$ cat src/ines_header_parse_and_crc_macros.svh
// Assertion macros for the iNES header parser.
`ifndef INES_HEADER_PARSE_AND_CRC_MACROS_SVH
`define INES_HEADER_PARSE_AND_CRC_MACROS_SVH

`ifndef NO_ASSERTIONS

`define INES_HP_ASSERT(lbl, clk, rstn, prop, msg) \
  lbl: assert property (@(posedge clk) disable iff (!rstn) (prop)) else $error(msg);

`define INES_HP_ASSERT_NEXT(lbl, clk, rstn, ante, cons, msg) \
  lbl: assert property (@(posedge clk) disable iff (!rstn) (ante) |=> (cons)) else $error(msg);

`else

`define INES_HP_ASSERT(lbl, clk, rstn, prop, msg)

`define INES_HP_ASSERT_NEXT(lbl, clk, rstn, ante, cons, msg)

`endif

`endif

$ cat src/ines_hp_pkg.sv
package ines_hp_pkg;

  localparam int unsigned PosW   = 23;
  localparam int unsigned TdataW = 64;

  localparam logic [31:0] CrcPoly = 32'hEDB8_8320;
  localparam logic [31:0] CrcSeed = 32'hFFFF_FFFF;

  localparam logic [7:0] MagicBytes [4] = '{8'h4E, 8'h45, 8'h53, 8'h1A};

  localparam logic [PosW-1:0] HeaderLastPos  = PosW'(15);
  localparam logic [PosW-1:0] TrainerLastPos = PosW'(511);

  typedef enum logic [2:0] {
    StOk          = 3'd0,
    StShortHeader = 3'd1,
    StBadMagic    = 3'd2,
    StNes2        = 3'd3,
    StShortRom    = 3'd4,
    StBadMapper   = 3'd5
  } status_e;

  typedef struct packed {
    logic       last;
    logic [7:0] data;
  } in_t;

  typedef struct packed {
    logic        cpu_cycle_hook;
    logic        ppu_address_hook;
    logic [31:0] rom_crc;
    logic        trainer_present;
    logic [7:0]  chr_bank_count;
    logic [7:0]  prg_bank_count;
    logic [1:0]  mirror_mode;
    logic [7:0]  mapper_number;
    status_e     status;
  } res_t;

  function automatic logic [31:0] crc_byte(input logic [31:0] crc, input logic [7:0] b);
    logic [31:0] c;
    c = crc ^ {24'd0, b};
    for (int i = 0; i < 8; i++) begin
      c = c[0] ? ((c >> 1) ^ CrcPoly) : (c >> 1);
    end
    return c;
  endfunction

  function automatic logic mapper_supported(input logic [7:0] m);
    return (m == 8'd0) || (m == 8'd1) || (m == 8'd2) || (m == 8'd3) || (m == 8'd4) ||
           (m == 8'd7) || (m == 8'd15) || (m == 8'd69) || (m == 8'd226);
  endfunction

endpackage

$ cat src/ines_hp_in_reg.sv
module ines_hp_in_reg (
  input  logic              clk_i,
  input  logic              rst_ni,
  input  logic              s_valid_i,
  output logic              s_ready_o,
  input  ines_hp_pkg::in_t  s_item_i,
  output logic              valid_o,
  input  logic              take_i,
  output ines_hp_pkg::in_t  item_o
);

  logic             valid_q, valid_d;
  ines_hp_pkg::in_t item_q;
  logic             load;

  assign s_ready_o = !valid_q || take_i;
  assign load      = s_valid_i && s_ready_o;

  always_comb begin
    valid_d = valid_q;
    if (load) begin
      valid_d = 1'b1;
    end else if (take_i) begin
      valid_d = 1'b0;
    end
  end

  always_ff @(posedge clk_i or negedge rst_ni) begin
    if (!rst_ni) begin
      valid_q <= 1'b0;
    end else begin
      valid_q <= valid_d;
    end
  end

  always_ff @(posedge clk_i) begin
    if (load) begin
      item_q <= s_item_i;
    end
  end

  assign valid_o = valid_q;
  assign item_o  = item_q;

endmodule

$ cat src/ines_hp_parser.sv
module ines_hp_parser (
  input  logic               clk_i,
  input  logic               rst_ni,
  input  logic               in_valid_i,
  input  ines_hp_pkg::in_t   in_item_i,
  output logic               take_o,
  input  logic               out_ready_i,
  output logic               res_valid_o,
  output ines_hp_pkg::res_t  res_o
);

  typedef enum logic [1:0] {
    PhHeader,
    PhTrainer,
    PhData,
    PhDrain
  } phase_e;

  typedef logic [ines_hp_pkg::PosW-1:0] pos_t;
  typedef logic [ines_hp_pkg::PosW:0]   pos_wide_t;

  phase_e              phase_q, phase_d;
  pos_t                pos_q, pos_d;
  pos_t                total_q, total_d;
  logic [31:0]         crc_q, crc_d;
  logic [7:0]          f6_q, f6_d;
  logic [7:0]          f7_q, f7_d;
  logic [7:0]          prg_q, prg_d;
  logic [7:0]          chr_q, chr_d;
  ines_hp_pkg::status_e err_q, err_d;

  pos_t                pos_inc;
  pos_wide_t           pos_inc_wide;
  logic                banks_any;
  logic                banks_any_d;
  logic                done;
  logic [7:0]          mapper;
  logic [7:0]          b;
  ines_hp_pkg::status_e status;
  logic                finish;

  assign b       = in_item_i.data;
  assign take_o  = in_valid_i && (!in_item_i.last || out_ready_i);
  assign finish  = take_o && in_item_i.last;
  assign res_valid_o = finish;

  always_comb begin
    phase_d = phase_q;
    pos_d   = pos_q;
    total_d = total_q;
    crc_d   = crc_q;
    f6_d    = f6_q;
    f7_d    = f7_q;
    prg_d   = prg_q;
    chr_d   = chr_q;
    err_d   = err_q;

    pos_inc      = pos_q + pos_t'(1);
    pos_inc_wide = {1'b0, pos_q} + pos_wide_t'(1);
    banks_any    = (prg_q != 8'd0) || (chr_q != 8'd0);

    if (take_o) begin
      unique case (phase_q)
        PhHeader: begin
          if (pos_q < pos_t'(4)) begin
            if (b != ines_hp_pkg::MagicBytes[pos_q[1:0]]) begin
              err_d = ines_hp_pkg::StBadMagic;
            end
          end else if (pos_q == pos_t'(4)) begin
            prg_d = b;
          end else if (pos_q == pos_t'(5)) begin
            chr_d = b;
          end else if (pos_q == pos_t'(6)) begin
            f6_d = b;
          end else if (pos_q == pos_t'(7)) begin
            f7_d = b;
            if ((err_q == ines_hp_pkg::StOk) && ((b & 8'h0C) == 8'h08)) begin
              err_d = ines_hp_pkg::StNes2;
            end
          end
          if (pos_q >= ines_hp_pkg::HeaderLastPos) begin
            pos_d   = '0;
            total_d = pos_t'({prg_q, 14'd0}) + pos_t'({chr_q, 13'd0});
            if (err_d != ines_hp_pkg::StOk) begin
              phase_d = PhDrain;
            end else if (f6_q[2]) begin
              phase_d = PhTrainer;
            end else begin
              phase_d = banks_any ? PhData : PhDrain;
            end
          end else begin
            pos_d = pos_inc;
          end
        end
        PhTrainer: begin
          if (pos_q >= ines_hp_pkg::TrainerLastPos) begin
            pos_d   = '0;
            phase_d = banks_any ? PhData : PhDrain;
          end else begin
            pos_d = pos_inc;
          end
        end
        PhData: begin
          crc_d = ines_hp_pkg::crc_byte(crc_q, b);
          if (pos_inc_wide >= {1'b0, total_q}) begin
            pos_d   = '0;
            phase_d = PhDrain;
          end else begin
            pos_d = pos_inc;
          end
        end
        PhDrain: begin
        end
        default: begin
        end
      endcase
    end

    mapper      = {f7_d[7:4], f6_d[7:4]};
    banks_any_d = (prg_d != 8'd0) || (chr_d != 8'd0);
    done        = (phase_d == PhDrain) || ((phase_d == PhTrainer) && !banks_any_d);

    priority if (phase_d == PhHeader) begin
      status = ines_hp_pkg::StShortHeader;
    end else if (err_d != ines_hp_pkg::StOk) begin
      status = err_d;
    end else if (!done) begin
      status = ines_hp_pkg::StShortRom;
    end else if (!ines_hp_pkg::mapper_supported(mapper)) begin
      status = ines_hp_pkg::StBadMapper;
    end else begin
      status = ines_hp_pkg::StOk;
    end

    res_o        = '0;
    res_o.status = status;
    if ((status == ines_hp_pkg::StOk) || (status == ines_hp_pkg::StShortRom) ||
        (status == ines_hp_pkg::StBadMapper)) begin
      res_o.mapper_number    = mapper;
      res_o.mirror_mode      = f6_d[3] ? 2'd2 : {1'b0, f6_d[0]};
      res_o.prg_bank_count   = prg_d;
      res_o.chr_bank_count   = chr_d;
      res_o.trainer_present  = f6_d[2];
      res_o.rom_crc          = (status == ines_hp_pkg::StShortRom) ? 32'd0 : ~crc_d;
      res_o.ppu_address_hook = (mapper == 8'd4);
      res_o.cpu_cycle_hook   = (mapper == 8'd69);
    end

    if (finish) begin
      phase_d = PhHeader;
      pos_d   = '0;
      total_d = '0;
      crc_d   = ines_hp_pkg::CrcSeed;
      f6_d    = '0;
      f7_d    = '0;
      prg_d   = '0;
      chr_d   = '0;
      err_d   = ines_hp_pkg::StOk;
    end
  end

  always_ff @(posedge clk_i or negedge rst_ni) begin
    if (!rst_ni) begin
      phase_q <= PhHeader;
      pos_q   <= '0;
      total_q <= '0;
      crc_q   <= ines_hp_pkg::CrcSeed;
      f6_q    <= '0;
      f7_q    <= '0;
      prg_q   <= '0;
      chr_q   <= '0;
      err_q   <= ines_hp_pkg::StOk;
    end else begin
      phase_q <= phase_d;
      pos_q   <= pos_d;
      total_q <= total_d;
      crc_q   <= crc_d;
      f6_q    <= f6_d;
      f7_q    <= f7_d;
      prg_q   <= prg_d;
      chr_q   <= chr_d;
      err_q   <= err_d;
    end
  end

endmodule

$ cat src/ines_hp_out_reg.sv
module ines_hp_out_reg (
  input  logic               clk_i,
  input  logic               rst_ni,
  input  logic               res_valid_i,
  input  ines_hp_pkg::res_t  res_i,
  output logic               ready_o,
  output logic               m_valid_o,
  input  logic               m_ready_i,
  output ines_hp_pkg::res_t  m_res_o
);

  logic              valid_q, valid_d;
  ines_hp_pkg::res_t res_q;

  assign ready_o = !valid_q || m_ready_i;

  always_comb begin
    valid_d = valid_q;
    if (res_valid_i) begin
      valid_d = 1'b1;
    end else if (m_ready_i) begin
      valid_d = 1'b0;
    end
  end

  always_ff @(posedge clk_i or negedge rst_ni) begin
    if (!rst_ni) begin
      valid_q <= 1'b0;
    end else begin
      valid_q <= valid_d;
    end
  end

  always_ff @(posedge clk_i) begin
    if (res_valid_i) begin
      res_q <= res_i;
    end
  end

  assign m_valid_o = valid_q;
  assign m_res_o   = res_q;

endmodule

$ cat src/ines_header_parse_and_crc.sv
// iNES ROM header parser with CRC-32 over the program and character data.
// The image enters one byte per transaction on the slave channel: tdata carries
// the byte and tlast marks the final byte of the image. Bytes are accepted at a
// sustained rate of one per cycle while the receiver keeps up, and an image may
// follow the previous one directly. Each byte lands in an input register before
// it is parsed, and the result for an image is registered in an output register
// once the parser has taken its last byte, which needs room in that register.
// The result is one 64-bit transaction holding status, mapper number,
// mirroring, bank counts, trainer flag, CRC and the two mapper hook flags.
// After the result the parser is back at the start of a header. Reset clears
// the valid flags of both channel registers and all parse state; no clearing
// pass is needed. When the receiver stalls, the result waits in the output
// register while bytes of the next image keep flowing; only the next last
// byte waits in the input register, which then holds off the sender.
`include "ines_header_parse_and_crc_macros.svh"

module ines_header_parse_and_crc (
  input  logic        clk_i,
  input  logic        rst_ni,
  input  logic        s_axis_tvalid_i,
  output logic        s_axis_tready_o,
  input  logic [7:0]  s_axis_tdata_i,   // [7:0] data_byte
  input  logic        s_axis_tlast_i,
  output logic        m_axis_tvalid_o,
  input  logic        m_axis_tready_i,
  // [2:0] status, [10:3] mapper_number, [12:11] mirror_mode, [20:13] prg_bank_count,
  // [28:21] chr_bank_count, [29] trainer_present, [61:30] rom_crc,
  // [62] ppu_address_hook, [63] cpu_cycle_hook
  output logic [ines_hp_pkg::TdataW-1:0] m_axis_tdata_o
);

  ines_hp_pkg::in_t  s_item;
  ines_hp_pkg::in_t  in_item;
  ines_hp_pkg::res_t res;
  ines_hp_pkg::res_t m_res;
  logic              in_valid;
  logic              take;
  logic              out_ready;
  logic              res_valid;
  logic              out_hdr_err;
  logic              out_short_rom;

  assign s_item.data = s_axis_tdata_i;
  assign s_item.last = s_axis_tlast_i;

  ines_hp_in_reg u_in_reg (
    .clk_i     (clk_i),
    .rst_ni    (rst_ni),
    .s_valid_i (s_axis_tvalid_i),
    .s_ready_o (s_axis_tready_o),
    .s_item_i  (s_item),
    .valid_o   (in_valid),
    .take_i    (take),
    .item_o    (in_item)
  );

  ines_hp_parser u_parser (
    .clk_i       (clk_i),
    .rst_ni      (rst_ni),
    .in_valid_i  (in_valid),
    .in_item_i   (in_item),
    .take_o      (take),
    .out_ready_i (out_ready),
    .res_valid_o (res_valid),
    .res_o       (res)
  );

  ines_hp_out_reg u_out_reg (
    .clk_i       (clk_i),
    .rst_ni      (rst_ni),
    .res_valid_i (res_valid),
    .res_i       (res),
    .ready_o     (out_ready),
    .m_valid_o   (m_axis_tvalid_o),
    .m_ready_i   (m_axis_tready_i),
    .m_res_o     (m_res)
  );

  assign m_axis_tdata_o = {m_res.cpu_cycle_hook, m_res.ppu_address_hook, m_res.rom_crc,
                           m_res.trainer_present, m_res.chr_bank_count,
                           m_res.prg_bank_count, m_res.mirror_mode,
                           m_res.mapper_number, m_res.status};

  assign out_hdr_err = m_axis_tvalid_o &&
                       ((m_res.status == ines_hp_pkg::StShortHeader) ||
                        (m_res.status == ines_hp_pkg::StBadMagic) ||
                        (m_res.status == ines_hp_pkg::StNes2));
  assign out_short_rom = m_axis_tvalid_o && (m_res.status == ines_hp_pkg::StShortRom);

  `INES_HP_ASSERT_NEXT(a_res_reaches_port, clk_i, rst_ni, res_valid, m_axis_tvalid_o, "result lost")
  `INES_HP_ASSERT(a_stall_means_full, clk_i, rst_ni, s_axis_tready_o || in_valid, "empty but stalled")
  `INES_HP_ASSERT(a_take_needs_item, clk_i, rst_ni, !take || in_valid, "took an empty register")
  `INES_HP_ASSERT(a_header_error_clean, clk_i, rst_ni, !out_hdr_err || (m_axis_tdata_o[63:3] == 61'd0), "header error with fields")
  `INES_HP_ASSERT(a_short_rom_no_crc, clk_i, rst_ni, !out_short_rom || (m_res.rom_crc == 32'd0), "short image with CRC")

endmodule
$ cat config.mk
export PLATFORM = sky130hd
export DESIGN_NAME = ines_header_parse_and_crc
export DESIGN_NICKNAME = d
export VERILOG_FILES = /design/src/ines_hp_pkg.sv /design/src/ines_hp_in_reg.sv /design/src/ines_hp_parser.sv /design/src/ines_hp_out_reg.sv /design/src/ines_header_parse_and_crc.sv
export VERILOG_INCLUDE_DIRS = /design/src /design/src/src
export SDC_FILE = /design/constraint.sdc
export NUM_CORES = 1
export LEC_CHECK = 0
export ABC_AREA = 1
export BUFFER_PORTS_ARGS = -buffer_cell sky130_fd_sc_hd__buf_2
export CAP_MARGIN = 20
export CORE_MARGIN = 3
export CORE_UTILIZATION = 50
export CTS_CLUSTER_DIAMETER = 200
export DETAILED_ROUTE_END_ITERATION = 8
export PLACE_DENSITY = 0.68
export SYNTH_ARGS = -nofsm -noshare
export SYNTH_HDL_FRONTEND = slang
export SYNTH_SLANG_ARGS = --single-unit
$ cat constraint.sdc
create_clock -name clk_i -period 7.8 [get_ports clk_i]
set_input_delay 0.39 -clock clk_i [delete_from_list [all_inputs] [get_ports clk_i]]
set_output_delay 0.39 -clock clk_i [all_outputs]
set_load 0.05 [all_outputs]
==> flow_results.org <==
** Timing
- Number of hold-slack violations in the final timing report :: 0
- Setup repair after global routing left no endpoint under its margin.
- Slew at the pin closest to its max-slew limit :: about 950 ps
- Headroom to the max-slew limit came out at a little over a third.
- After layout, the worst setup slack is roughly 3400 ps.
- Final worst-path cycle share :: 55.89%
- Timing would allow up to 0.2294 GHz.
- Post-route clock skew :: about 13 ps
- Setup TNS :: 0 ps
- Min Tclk post-route :: between 4000 and 5000 ps
- Final-report setup violation count :: 0
- Pins Over Slew Limit :: 0

** Synth
- Of the total synthesized cell area, the portion taken by AND, OR, NAND and NOR gates is between 20% and 30%.
- Proportion of synthesized chip area in sequential cells :: between 40% and 50%
- sky130_fd_sc_hd__edfxtp_1 takes more of the synthesized area than any other cell.
- Largest family of logic cells by synthesized area :: simple AND/OR/NAND/NOR gates
- Post-synthesis mux area share :: 0%
- The number of nets in the synthesized netlist is 1,203.
- The synthesized netlist devotes ~5.3% of its cell area to compound gates.
- In the synthesized netlist, the cells that appear most often are 269 x sky130_fd_sc_hd__nand2_1, 162 x sky130_fd_sc_hd__nor2_1, 142 x sky130_fd_sc_hd__inv_1.
- Synthesis warning total :: 0
- Of the post-synthesis cell area, the dominant cell type holds about 22%.
- Primary flip-flop cell chosen by synthesis mapping :: sky130_fd_sc_hd__edfxtp_1
- For this run, asynchronously set or reset flops after synthesis account for 57.56%.
- Count of different cell masters after synthesis :: 48
- Synthesized area :: about 0.0098 sq mm
- Flops & latches, synth :: 172
- Adder and majority gate portion of the synthesized area :: ~3.5%
- Number of enable-type register cells in the synthesized netlist :: 73
- Syn Inst Count :: ~1,200
- Sorting the synthesized cells by area gives the leading types as sky130_fd_sc_hd__edfxtp_1 22%, sky130_fd_sc_hd__dfrtp_1 17%, sky130_fd_sc_hd__nand2_1 10%.
- XOR/XNOR Fraction of Synth Area :: 7.623%
- Most instantiated library cell after synthesis :: sky130_fd_sc_hd__nand2_1
- A synthesized cell averages 8.454 sq um.

** Placement
- Worst slack after detailed placement :: roughly 3400 ps
- Once detailed placement completed, the half-perimeter wirelength came to around 17,000 um.
- Final weighted congestion in routability-driven placement :: 0.9388
- Placed cell count :: 1,481
- # port buffers :: between 70 and 80

** Floorplanning
- Placeable core region :: between 0.015 and 0.02 sq mm
- The floorplan step set the die height to 146.2 um.
- Starting utilization of the core area :: between 50% and 60%
- The initialized floorplan defines 50 standard-cell rows.
- For this design the top-level I/O count stands at 79.
- In this run the horizontal extent of the chip is about 150 um.
- Floorplan die area :: 0.02138 sq mm

** Routing
- For this block, the routed nets add up to ~23,000 um of wire.
- Vias :: slightly below 8,000
- Vias per std cell :: around 5
- Count of unresolved DRC violations after routing :: 0
- DRT Pass-1 Iters :: 6
- Initial detailed-routing violation count :: 766
- Average wire length per cell after detail routing :: 15.25 um
- The count of nets left with antenna violations once routing finished came out at 0.

** Power and ir drop
- IR drop worst, VDD :: roughly 250 uV
- Dividing total power by cell area gives a power density of roughly 340 mW/mm^2.
- Leakage power of the design :: just over 5 nW

** Clock tree
- TritonCTS built the clock tree.
- At the later pin of the worst-skew pair, clock insertion delay measures about 440 ps.
- The H-tree generated during clock tree synthesis spans 4 levels.
- Number of gates resized after cts :: 0
- Master cell of the clock root buffer :: sky130_fd_sc_hd__clkbuf_16
- TritonCTS Sinks :: between 150 and 200
- The longest clock path from root to sink contains 2 buffers.
- After clock tree synthesis, the flow added hold-fix buffers numbering 1.
- Post-CTS Setup Repair Bufs :: 0
- TritonCTS buffer count :: 17
- Clock-pin slew was measured on the worst setup and hold paths at about 70 ps.

** Hold path
- Worst min-delay path startpoint :: s_axis_tdata_i[4]
- Hold EP :: u_in_reg.item_o[4]
- In this run the worst hold path is classified as in -> reg.
- Hold Crit Depth :: 1

** Setup path
- At the worst endpoint, the arrival time is 4630 ps.
- R2R Path End :: u_out_reg.m_res_o[35]
- The critical path is of the reg -> reg type.
- The worst register-to-register path has a depth of 26.
- Worst Setup End Kind :: flop
- The setup check on the worst reg-to-reg path leaves a slack of about 3400 ps.
- In this run the worst path has a maximum fanout of 32.
- Data required time of the critical path :: 8080 ps
- The worst setup path is launched from a flop.
- Reg-to-reg startpoint :: u_parser.pos_q[1]

** Cells and area
- The repair_antennas step left the layout with diodes totalling 0.
- The final layout contains ~1,300 nets.
- Util after Layout :: 58.28%
- In the final layout, the share of cells above drive strength 1 is between 10% and 20%.
- Layout filler cell count :: approximately 1,700
- Area growth syn-to-layout :: 12.74%
- Once layout is complete, the cells apart from fillers number about 1,500.

** Status
- The flow ran to the end, and the final reports show no timing, DRC or antenna violations.

** Flow run
- The tool flagged a number of max-cap violations equal to 0.

** Global route
- Pin count of the biggest net entering global routing :: 86
- Wire length of the first global-routing pass :: around 38,000 um
- The via count of the first global-routing pass came to between 7,000 and 8,000.
- For this run, the total global-route usage over all layers was measured as 21.96%.
- Sum of overflow across all layers after global routing :: 0
- The number of antenna violations at the first check in global routing was 0.
==> layout make-up <==
class / instances / area, sq um / area share, %
Timing Repair Buffer: 84 / 440.4 / 3.973
Inverter: 147 / 554.3 / 5.001
Sequential cell: 172 / 4710 / 42.49
Clock buffer: 19 / 442.9 / 3.996
Clock inverter: 13 / 180.2 / 1.625
Tap cell: 260 / 325.3 / 2.935
Multi-Input combinational cell: 819 / 4432 / 39.98
==> cells by family (layout without fill, tap and decap cells) <==
group	count (synthesis)	after routing
AND/OR/NAND/NOR	623	623
flip-flops	172	172
buffers and inverters	172	263
AO/OA/AOI/OAI	86	86
XOR/XNOR	83	83
adder cells (fa/ha/maj)	27	27
==> per-stage QoR <==
step	total power [mW]	hold WS, ps	area (sq um)
after floorplan	2.566	94.41	9832
after global placement	2.824	418.4	10450
after detailed placement	2.856	427.5	10450
after CTS	3.758	118.8	11080
after global routing	3.955	120.6	11080
final	3.730	126.5	11080
==> state kept, by name, summed over array words and instances, names as in the netlist <==
name,flops
u_in_reg.item_o,9
u_in_reg.valid_o,1
u_parser.f7_q,4
u_parser.crc_q,32
u_parser.err_q,3
u_parser.chr_q,8
u_parser.phase_q,2
u_parser.f6_q,7
u_out_reg.m_res_o,64
u_parser.total_q,10
u_parser.prg_q,8
u_parser.pos_q,23
u_out_reg.m_valid_o,1
==> layout by cell type, fill, tap and decap left out, drive strengths merged, types with 19 or more instances in the layout <==
cell / count
buf: 83
clkbuf: 19
dfrtp: 67
dfstp: 32
edfxtp: 73
ha: 26
inv: 151
nand2: 281
nand3: 70
nand4: 26
nor2: 204
o21ai: 25
o22ai: 26
or2: 29
xnor2: 26
xor2: 57
==> per-layer routing <==
metal  wire (um)  global-route usage, %
met1       10480                  30.35
met2       10900                  35.56
met3        1282                  3.849
met4         428                  6.773
met5           0                      0
==> where the power goes <==
part           internal [mW]  switching (mW)
Combinational          0.507            1.08
Clock                  0.521           0.376
Sequential              1.16          0.0861
==> worst max path at each step <==
stage	cells after the start	from	slack [ps]	to
floorplan	6	u_out_reg.m_valid_o	4200	u_out_reg.m_res_o[0]
global placement	26	u_parser.pos_q[1]	3610	u_out_reg.m_res_o[61]
detailed placement	26	u_parser.pos_q[1]	3400	u_out_reg.m_res_o[44]
CTS	26	u_parser.pos_q[1]	3390	u_out_reg.m_res_o[44]
global route	26	u_parser.pos_q[1]	2930	u_out_reg.m_res_o[35]
finish	26	u_parser.pos_q[1]	3440	u_out_reg.m_res_o[35]
==> worst max-delay path: stages (launching register included) <==
cell and delay [ps]:
sky130_fd_sc_hd__dfrtp_1 440, sky130_fd_sc_hd__ha_1 270, sky130_fd_sc_hd__nand2_1 80, sky130_fd_sc_hd__nor2_2 250, sky130_fd_sc_hd__nand3_1 140, sky130_fd_sc_hd__nor2_1 110, sky130_fd_sc_hd__nand3_1 120, sky130_fd_sc_hd__nor2_1 120
sky130_fd_sc_hd__nand2_1 70, sky130_fd_sc_hd__nor3_1 180, sky130_fd_sc_hd__xor2_1 220, sky130_fd_sc_hd__inv_1 70, sky130_fd_sc_hd__ha_1 310, sky130_fd_sc_hd__inv_1 50, sky130_fd_sc_hd__nor2_1 100, sky130_fd_sc_hd__nor2_1 50
sky130_fd_sc_hd__nand2_1 60, sky130_fd_sc_hd__nor2_1 50, sky130_fd_sc_hd__nand3_1 70, sky130_fd_sc_hd__nand2_1 60, sky130_fd_sc_hd__a21oi_2 260, sky130_fd_sc_hd__nand2_1 110, sky130_fd_sc_hd__nand2_1 90, sky130_fd_sc_hd__nand2_1 90
sky130_fd_sc_hd__nand3_1 140, sky130_fd_sc_hd__nand3_4 430, sky130_fd_sc_hd__nor2_2 230
(Power assumes the default switching activity.)
